[src/rtl/calclk_pkg.sv]
// Shared types and constants for the configurable calendar clock.
`default_nettype none

package calclk_pkg;

  localparam int TICK_W    = 31;
  localparam int CFG_W     = 16;
  localparam int DAY_W     = 32;
  localparam int MINUTE_W  = 6;
  localparam int PADDR_W   = 4;
  localparam int PDATA_W   = 32;
  localparam int PROD_W    = CFG_W + MINUTE_W;
  localparam int STEP_W    = $clog2(TICK_W);

  localparam logic [TICK_W-1:0] MAX_TICK = {TICK_W{1'b1}};

  typedef enum logic [1:0] {
    OP_ADVANCE = 2'd0,
    OP_CLEAR   = 2'd1,
    OP_LOAD    = 2'd2
  } op_t;

  typedef enum logic [1:0] {
    REG_DAY_LEN         = 2'd0,
    REG_HOUR_LEN        = 2'd1,
    REG_DAYS_IN_YEAR    = 2'd2,
    REG_DAYS_IN_QUADRUM = 2'd3
  } reg_idx_t;

  typedef enum logic [2:0] {
    S_IDLE,
    S_DAY,
    S_YEAR,
    S_QUAD,
    S_HOUR,
    S_MIN,
    S_DONE
  } state_t;

  typedef struct packed {
    logic              start;
    logic [TICK_W-1:0] dividend;
    logic [CFG_W-1:0]  divisor;
  } div_req_t;

  typedef struct packed {
    logic              done;
    logic [TICK_W-1:0] quotient;
    logic [CFG_W-1:0]  remainder;
  } div_rsp_t;

endpackage

`default_nettype wire

[src/rtl/calclk_div.sv]
// Bit-serial restoring divider, one quotient bit per cycle.
`default_nettype none

module calclk_div (
  input  wire logic                 clk,
  input  wire logic                 rst,
  input  wire calclk_pkg::div_req_t req,
  output calclk_pkg::div_rsp_t      rsp
);
  import calclk_pkg::*;

  localparam logic [STEP_W-1:0] LAST_STEP = STEP_W'(TICK_W - 1);

  logic              busy;
  logic              done;
  logic [STEP_W-1:0] step;
  logic [TICK_W-1:0] dvd;
  logic [CFG_W-1:0]  rem;
  logic [CFG_W-1:0]  dsr;

  logic [CFG_W:0]    rem_sh;
  logic [CFG_W+1:0]  diff;
  logic              q_bit;

  assign rem_sh = {rem, dvd[TICK_W-1]};
  assign diff   = {1'b0, rem_sh} - {2'b00, dsr};
  assign q_bit  = ~diff[CFG_W+1];

  always_ff @(posedge clk) begin
    if (rst) begin
      busy <= 1'b0;
      done <= 1'b0;
      step <= '0;
    end else begin
      done <= 1'b0;
      if (req.start) begin
        busy <= 1'b1;
        step <= '0;
      end else if (busy) begin
        if (step == LAST_STEP) begin
          busy <= 1'b0;
          done <= 1'b1;
        end else begin
          step <= step + 1'b1;
        end
      end
    end
  end

  always_ff @(posedge clk) begin
    if (req.start) begin
      dvd <= req.dividend;
      dsr <= req.divisor;
      rem <= '0;
    end else if (busy) begin
      dvd <= {dvd[TICK_W-2:0], q_bit};
      rem <= q_bit ? diff[CFG_W-1:0] : rem_sh[CFG_W-1:0];
    end
  end

  assign rsp.done      = done;
  assign rsp.quotient  = dvd;
  assign rsp.remainder = rem;

endmodule

`default_nettype wire

[src/rtl/configurable_calendar_clock.sv]
// Top level of the configurable calendar clock with its register port.
//
// Channel   Direction  Handshake              Word
// cfg       in         psel/penable/pready    one 16-bit calendar register
// in        in         in_valid/in_ready      opcode, load_value
// out       out        out_valid/out_ready    tick count and calendar fields
//
// Each word runs five divisions in turn on one bit-serial divider; no new word
// is taken until the result is loaded into the output register, and the next
// word can be accepted in the cycle in which that result is offered.
// Reset clears the tick counter, the calendar registers and all handshakes.
// A result that is not taken holds in the output register; the next word is
// still accepted, and the following result waits until the register frees.
`default_nettype none

module configurable_calendar_clock (
  input  wire logic                              clk,
  input  wire logic                              rst,
  input  wire logic                              psel,
  input  wire logic                              penable,
  input  wire logic                              pwrite,
  input  wire logic [calclk_pkg::PADDR_W-1:0]    paddr,
  input  wire logic [calclk_pkg::PDATA_W-1:0]    pwdata,
  output logic      [calclk_pkg::PDATA_W-1:0]    prdata,
  output logic                                   pready,
  input  wire logic                              in_valid,
  output logic                                   in_ready,
  input  wire logic [1:0]                        opcode,
  input  wire logic [calclk_pkg::TICK_W-1:0]     load_value,
  output logic                                   out_valid,
  input  wire logic                              out_ready,
  output logic      [calclk_pkg::TICK_W-1:0]     tick_count,
  output logic      [calclk_pkg::DAY_W-1:0]      day_number,
  output logic      [calclk_pkg::DAY_W-1:0]      year_number,
  output logic      [calclk_pkg::CFG_W-1:0]      quadrum_number,
  output logic      [calclk_pkg::CFG_W-1:0]      hour_of_day,
  output logic      [calclk_pkg::MINUTE_W-1:0]   minute_of_hour
);
  import calclk_pkg::*;

  logic [CFG_W-1:0]    day_len;
  logic [CFG_W-1:0]    hour_len;
  logic [CFG_W-1:0]    days_in_year;
  logic [CFG_W-1:0]    days_in_quadrum;

  logic [CFG_W-1:0]    d_div;
  logic [CFG_W-1:0]    h_div;
  logic [CFG_W-1:0]    y_div;
  logic [CFG_W-1:0]    q_div;

  state_t              state;
  state_t              state_next;
  logic [TICK_W-1:0]   counter;
  logic [TICK_W-1:0]   counter_next;
  logic [TICK_W-1:0]   days;
  logic [TICK_W-1:0]   years;
  logic [CFG_W-1:0]    rem_day;
  logic [CFG_W-1:0]    quad;
  logic [CFG_W-1:0]    hour;
  logic [MINUTE_W-1:0] minute;
  logic [PROD_W-1:0]   min_prod;

  div_req_t            div_req;
  div_rsp_t            div_rsp;
  logic                accept;
  logic                out_load;
  logic                cfg_write;

  calclk_div u_div (
    .clk (clk),
    .rst (rst),
    .req (div_req),
    .rsp (div_rsp)
  );

  assign pready    = 1'b1;
  assign cfg_write = psel & penable & pwrite;

  always_ff @(posedge clk) begin
    if (rst) begin
      day_len         <= '0;
      hour_len        <= '0;
      days_in_year    <= '0;
      days_in_quadrum <= '0;
    end else if (cfg_write) begin
      case (paddr[PADDR_W-1:2])
        REG_DAY_LEN:         day_len         <= pwdata[CFG_W-1:0];
        REG_HOUR_LEN:        hour_len        <= pwdata[CFG_W-1:0];
        REG_DAYS_IN_YEAR:    days_in_year    <= pwdata[CFG_W-1:0];
        REG_DAYS_IN_QUADRUM: days_in_quadrum <= pwdata[CFG_W-1:0];
        default: ;
      endcase
    end
  end

  always_comb begin
    case (paddr[PADDR_W-1:2])
      REG_DAY_LEN:         prdata = PDATA_W'(day_len);
      REG_HOUR_LEN:        prdata = PDATA_W'(hour_len);
      REG_DAYS_IN_YEAR:    prdata = PDATA_W'(days_in_year);
      REG_DAYS_IN_QUADRUM: prdata = PDATA_W'(days_in_quadrum);
      default:             prdata = '0;
    endcase
  end

  assign d_div = (day_len         == '0) ? CFG_W'(1) : day_len;
  assign h_div = (hour_len        == '0) ? CFG_W'(1) : hour_len;
  assign y_div = (days_in_year    == '0) ? CFG_W'(1) : days_in_year;
  assign q_div = (days_in_quadrum == '0) ? CFG_W'(1) : days_in_quadrum;

  always_comb begin
    case (opcode)
      OP_ADVANCE: counter_next = (counter == MAX_TICK) ? counter : counter + 1'b1;
      OP_CLEAR:   counter_next = '0;
      OP_LOAD:    counter_next = load_value;
      default:    counter_next = counter;
    endcase
  end

  // The remainder times sixty, formed as 64x - 4x.
  assign min_prod = {div_rsp.remainder, 6'b000000}
                  - {{(PROD_W-CFG_W-2){1'b0}}, div_rsp.remainder, 2'b00};

  assign in_ready = (state == S_IDLE) & ~rst;
  assign accept   = in_valid & in_ready;

  always_comb begin
    state_next       = state;
    div_req.start    = 1'b0;
    div_req.dividend = '0;
    div_req.divisor  = d_div;
    out_load         = 1'b0;
    case (state)
      S_IDLE: begin
        if (accept) begin
          state_next       = S_DAY;
          div_req.start    = 1'b1;
          div_req.dividend = counter_next;
          div_req.divisor  = d_div;
        end
      end
      S_DAY: begin
        if (div_rsp.done) begin
          state_next       = S_YEAR;
          div_req.start    = 1'b1;
          div_req.dividend = div_rsp.quotient;
          div_req.divisor  = y_div;
        end
      end
      S_YEAR: begin
        if (div_rsp.done) begin
          state_next       = S_QUAD;
          div_req.start    = 1'b1;
          div_req.dividend = TICK_W'(div_rsp.remainder);
          div_req.divisor  = q_div;
        end
      end
      S_QUAD: begin
        if (div_rsp.done) begin
          state_next       = S_HOUR;
          div_req.start    = 1'b1;
          div_req.dividend = TICK_W'(rem_day);
          div_req.divisor  = h_div;
        end
      end
      S_HOUR: begin
        if (div_rsp.done) begin
          state_next       = S_MIN;
          div_req.start    = 1'b1;
          div_req.dividend = TICK_W'(min_prod);
          div_req.divisor  = h_div;
        end
      end
      S_MIN: begin
        if (div_rsp.done) begin
          state_next = S_DONE;
        end
      end
      S_DONE: begin
        if (!out_valid || out_ready) begin
          out_load   = 1'b1;
          state_next = S_IDLE;
        end
      end
      default: state_next = S_IDLE;
    endcase
  end

  always_ff @(posedge clk) begin
    if (rst) begin
      state     <= S_IDLE;
      counter   <= '0;
      out_valid <= 1'b0;
    end else begin
      state <= state_next;
      if (accept) begin
        counter <= counter_next;
      end
      if (out_load) begin
        out_valid <= 1'b1;
      end else if (out_ready) begin
        out_valid <= 1'b0;
      end
    end
  end

  always_ff @(posedge clk) begin
    if (div_rsp.done) begin
      case (state)
        S_DAY: begin
          days    <= div_rsp.quotient;
          rem_day <= div_rsp.remainder;
        end
        S_YEAR:  years  <= div_rsp.quotient;
        S_QUAD:  quad   <= div_rsp.quotient[CFG_W-1:0];
        S_HOUR:  hour   <= div_rsp.quotient[CFG_W-1:0];
        S_MIN:   minute <= div_rsp.quotient[MINUTE_W-1:0];
        default: ;
      endcase
    end
  end

  always_ff @(posedge clk) begin
    if (out_load) begin
      tick_count     <= counter;
      day_number     <= DAY_W'(days) + 1'b1;
      year_number    <= DAY_W'(years) + 1'b1;
      quadrum_number <= quad + 1'b1;
      hour_of_day    <= hour;
      minute_of_hour <= minute;
    end
  end

endmodule

`default_nettype wire

[config.mk]
export PLATFORM = sky130hd
export DESIGN_NAME = configurable_calendar_clock
export DESIGN_NICKNAME = d
export VERILOG_FILES = /design/src/rtl/calclk_pkg.sv /design/src/rtl/calclk_div.sv /design/src/rtl/configurable_calendar_clock.sv
export SDC_FILE = /design/constraint.sdc
export NUM_CORES = 1
export LEC_CHECK = 0
export BUFFER_PORTS_ARGS = -buffer_cell sky130_fd_sc_hd__buf_2
export CAP_MARGIN = 20
export CELL_PAD_IN_SITES_DETAIL_PLACEMENT = 1
export CELL_PAD_IN_SITES_GLOBAL_PLACEMENT = 1
export CORE_MARGIN = 10
export CORE_UTILIZATION = 50
export CTS_BUF_LIST = sky130_fd_sc_hd__clkbuf_8 sky130_fd_sc_hd__clkbuf_16
export DETAILED_ROUTE_END_ITERATION = 10
export PLACE_DENSITY_LB_ADDON = 0.1
export SLEW_MARGIN = 5
export SYNTH_ARGS = -nofsm -noshare
export SYNTH_HDL_FRONTEND = slang
export SYNTH_SLANG_ARGS = --single-unit
[constraint.sdc]
create_clock -name clk -period 20.9 [get_ports clk]
set_input_delay 1.045 -clock clk [delete_from_list [all_inputs] [get_ports clk]]
set_output_delay 1.045 -clock clk [all_outputs]
set_load 0.01 [all_outputs]
==> summary.md <==
| Metric | Value |
|---|---|
| Status | `finished clean` |
| Initial antenna violation count | `2` |
| Adder-cell share of the synthesized area | `2.29%` |
| Critical-path cell list | `inv_1 -> or3_1 -> nor2b_4 -> buf_4 -> buf_4` |
| Clock share of power | `36.7%` |
| Most used DFF post-synth | `edfxtp_1` |
| Post-synth cell types | `83` |
| Simple-gate share of the synthesized area | `15.0%` |
| Maximum buffer depth of the clock tree | `3` |
| Synth Area in XOR/XNOR | `4.78%` |
| Commonest non-fill, non-tap cell in the layout | `edfxtp_1` |
| WL final | `64900 um` |
| Final net count | `2141` |
| CTS buffer count | `45` |
| Metal2 WL | `31400 um` |
| Fin util | `57.5%` |
| Fillers | `4307` |
| Top cells by area, synth | `edfxtp_1 (45%), dfxtp_1 (12%), nand2_1 (5.1%)` |
| # DRC | `0` |
| Post-synth top area cell | `edfxtp_1` |
| Number of setup buffers added after CTS | `0` |
| Sequential Power Share | `46.0%` |
| Routed WL per cell | `25.1 um` |
| Worst Hold Class | `flop to flop` |
| CP max stage delay | `0.83 ns` |
| Max_slew headroom | `30.0%` |
| Number of gates resized after CTS | `0` |
| RSZ-0062 raised after global routing | `false` |
| Initial Utilization | `50.4%` |
| Die W | `220 um` |
| CTS root buffer | `clkbuf_16` |
| Comb power frac | `17.3%` |
| P_int | `1490 uW` |
| DR pass1 iterations | `5` |
| Period utilization | `20.0%` |
| Highest metal used | `met5` |
| Hold Vio Cnt, Final | `0` |
| Final ANT Viol Nets | `0` |
| Final worst slack | `16.73 ns` |
| Syn Area/Cell | `10.8 um^2` |
| Share of the yosys chip area belonging to registers | `56.7%` |
| First-pass GRT wire length | `99200 um` |
| Vias per inst | `6.09` |
| CTS Sinks | `418` |
| Row count | `73` |
| Place WS | `16.72 ns` |
| Mapped Cells | `1855` |
| Placer Congestion | `0.889` |
| Post-synth EDFFs | `296` |
| Max Clock Skew | `0.0230 ns` |
| Clk Latency, worst-skew pair | `0.59 ns` |
| Hold Startpoint | `hour[7]$_DFFE_PP_` |
| Vias | `15800` |
| PD cells | `91.8 mW/mm^2` |
| H-tree Lvls | `2` |
| Clock Pin Slew Worst Setup and Hold Paths | `0.06 ns` |
| # port buffers | `208` |
| Max Slew Vio Count | `0` |
| CTS tree | `yes` |
| WP buf/inv | `3` |
| WHS Path Cells | `0` |
| Sw power | `604 uW` |
| Worst r2r dst | `quadrum_number[7]$_DFFE_PP_` |
| Synth-to-layout area growth | `14.0%` |
| Vias in the first global route | `16200` |
| # hold bufs at CTS | `0` |
| Cell family with most CP delay | `buffers and inverters` |
| Nature of the critical path endpoint | `flop` |
| Netlist Area Pre-Place | `0.0200 mm^2` |
| CP required | `21.10 ns` |
| Die footprint | `0.0483 mm^2` |
| Synthesized flop and latch total | `418` |
| Multiplexer share of the synthesized area | `2.99%` |
| Max Cap Violations | `0` |
| WL met3 | `4710 um` |
| CP startpoint kind | `flop` |
| Slowest cell on crit path | `dfxtp_1` |
| Synth Area in Compound Gates | `14.5%` |
| IO Pins | `244` |
| Most frequent CP cell | `buf_4` |
| Area share of the largest cell type after synthesis | `44.5%` |
| Share of cells above drive strength 1 | `16.4%` |
| Fin crit period | `4.17 ns` |
| Warnings, synthesis | `0` |
| Setup total negative slack | `0 ns` |
| Gr usage total | `26.5%` |
| Initial DRC count | `1324` |
| Hpwl dp | `45300 um` |
| FMAX | `240 MHz` |
| Critical R2R Launch | `state[2]$_SDFFE_PP0P_` |
| Switching Share | `28.9%` |
| Hold worst-path end | `hour_of_day[7]$_DFFE_PP_` |
| Asr flop ratio synth | `0%` |
| Final setup fails | `0` |
| Worst Path Arrival | `4.37 ns` |
| M1 WL | `27300 um` |
| Leakage | `0.00818 uW` |
| Critical path class | `flop to flop` |
| Most frequent cells in the layout | `edfxtp_1 (296), nand2_1 (269), buf_2 (208), a21oi_1 (159), dfxtp_1 (122)` |
| Die height | `220 um` |
| Crit path max fanout | `78` |
| Main combinational cell family by area after synthesis | `simple AND/OR/NAND/NOR gates` |
| Total Power | `2090 uW` |
| Maximum vdd drop | `0.0522 mV` |
| Reg2reg path depth | `5` |
| Largest net degree at the start of global routing | `79` |
| Reg-to-reg setup timing slack | `16.73 ns` |
| Grt total ovfl | `0` |
| Core footprint | `0.0396 mm^2` |
| Slew @ Worst Pin | `1.05 ns` |
==> logic make-up after synthesis <==
logic type               after synthesis
buffers and inverters                170
adder cells (fa/ha/maj)               36
multiplexers                          39
other                                  2
flip-flops                           418
AO/OA/AOI/OAI                        448
XOR/XNOR                             109
AND/OR/NAND/NOR                      633
==> state kept, by name, summed over array words and instances, names as in the netlist, 31 cells and up <==
register	flops
years	31
u_div.dvd	31
year_number	32
days	31
day_number	32
counter	31
tick_count	31
==> worst max-delay path by stage <==
stage / depth (start not counted) / to / start
2_1_floorplan: 2 / day_number[0]$_DFFE_PP_ / out_ready
3_3_place_gp: 10 / u_div.rem[1]$_SDFFE_PP0P_ / rst
3_5_place_dp: 10 / u_div.rem[1]$_SDFFE_PP0P_ / rst
4_1_cts: 5 / day_number[7]$_DFFE_PP_ / state[2]$_SDFFE_PP0P_
5_1_grt: 5 / quadrum_number[11]$_DFFE_PP_ / state[2]$_SDFFE_PP0P_
6_report: 5 / quadrum_number[7]$_DFFE_PP_ / state[2]$_SDFFE_PP0P_
==> power by group through the flow <==
stage / registers [uW] / logic, uW / clock network (uW)
final: 962 / 362 / 767
after global routing: 965 / 397 / 813
after CTS: 962 / 357 / 779
after detailed placement: 979 / 354 / 0
after global placement: 978 / 342 / 0
after floorplan: 950 / 272 / 0
==> layer usage <==
layer / GRT usage, % / up-vias
met5: 0 / -
met4: 6.46 / 2
met3: 5.70 / 99
met2: 43.8 / 524
met1: 35.0 / 7936
li1: - / 7210
==> per-stage QoR <==
| step | std cells | instance area (um^2) | hold WS [ns] |
|---|---|---|---|
| 2_1_floorplan | 1870 | 20000 | 0.400 |
| 3_3_place_gp | 2507 | 21400 | 0.401 |
| 3_5_place_dp | 2507 | 21400 | 0.406 |
| 4_1_cts | 2588 | 22800 | 0.421 |
| 5_1_grt | 2588 | 22800 | 0.426 |
| 6_report | 2589 | 22800 | 0.420 |
==> area by class of cell <==
type / count / area, um^2 / area share, %
Antenna cell: 1 / 2.50 / 0.0110
Sequential cell: 418 / 11300 / 49.7
Tap cell: 525 / 657 / 2.88
Timing Repair Buffer: 226 / 1180 / 5.16
Multi-Input combinational cell: 1282 / 8000 / 35.1
Clock inverter: 29 / 168 / 0.736
Clock buffer: 52 / 1230 / 5.42
Inverter: 56 / 210 / 0.923
==> synth_stat cells, drive strengths merged, types with 15 or more instances <==
cell type  instances
nand3             71
inv               55
xor2              36
nand4             39
mux4              16
mux2i             18
edfxtp           296
a21oi            161
xnor2             73
nor2              97
and2              16
dfxtp            122
a31oi             18
nor4              21
nor3              35
clkbuf            78
a22oi             15
a221oi            15
nand2            270
buf               36
a211oi            18
o21ai             92
nor2b             19
ha                35
and3              26
Power figures use the tool's default switching activity.
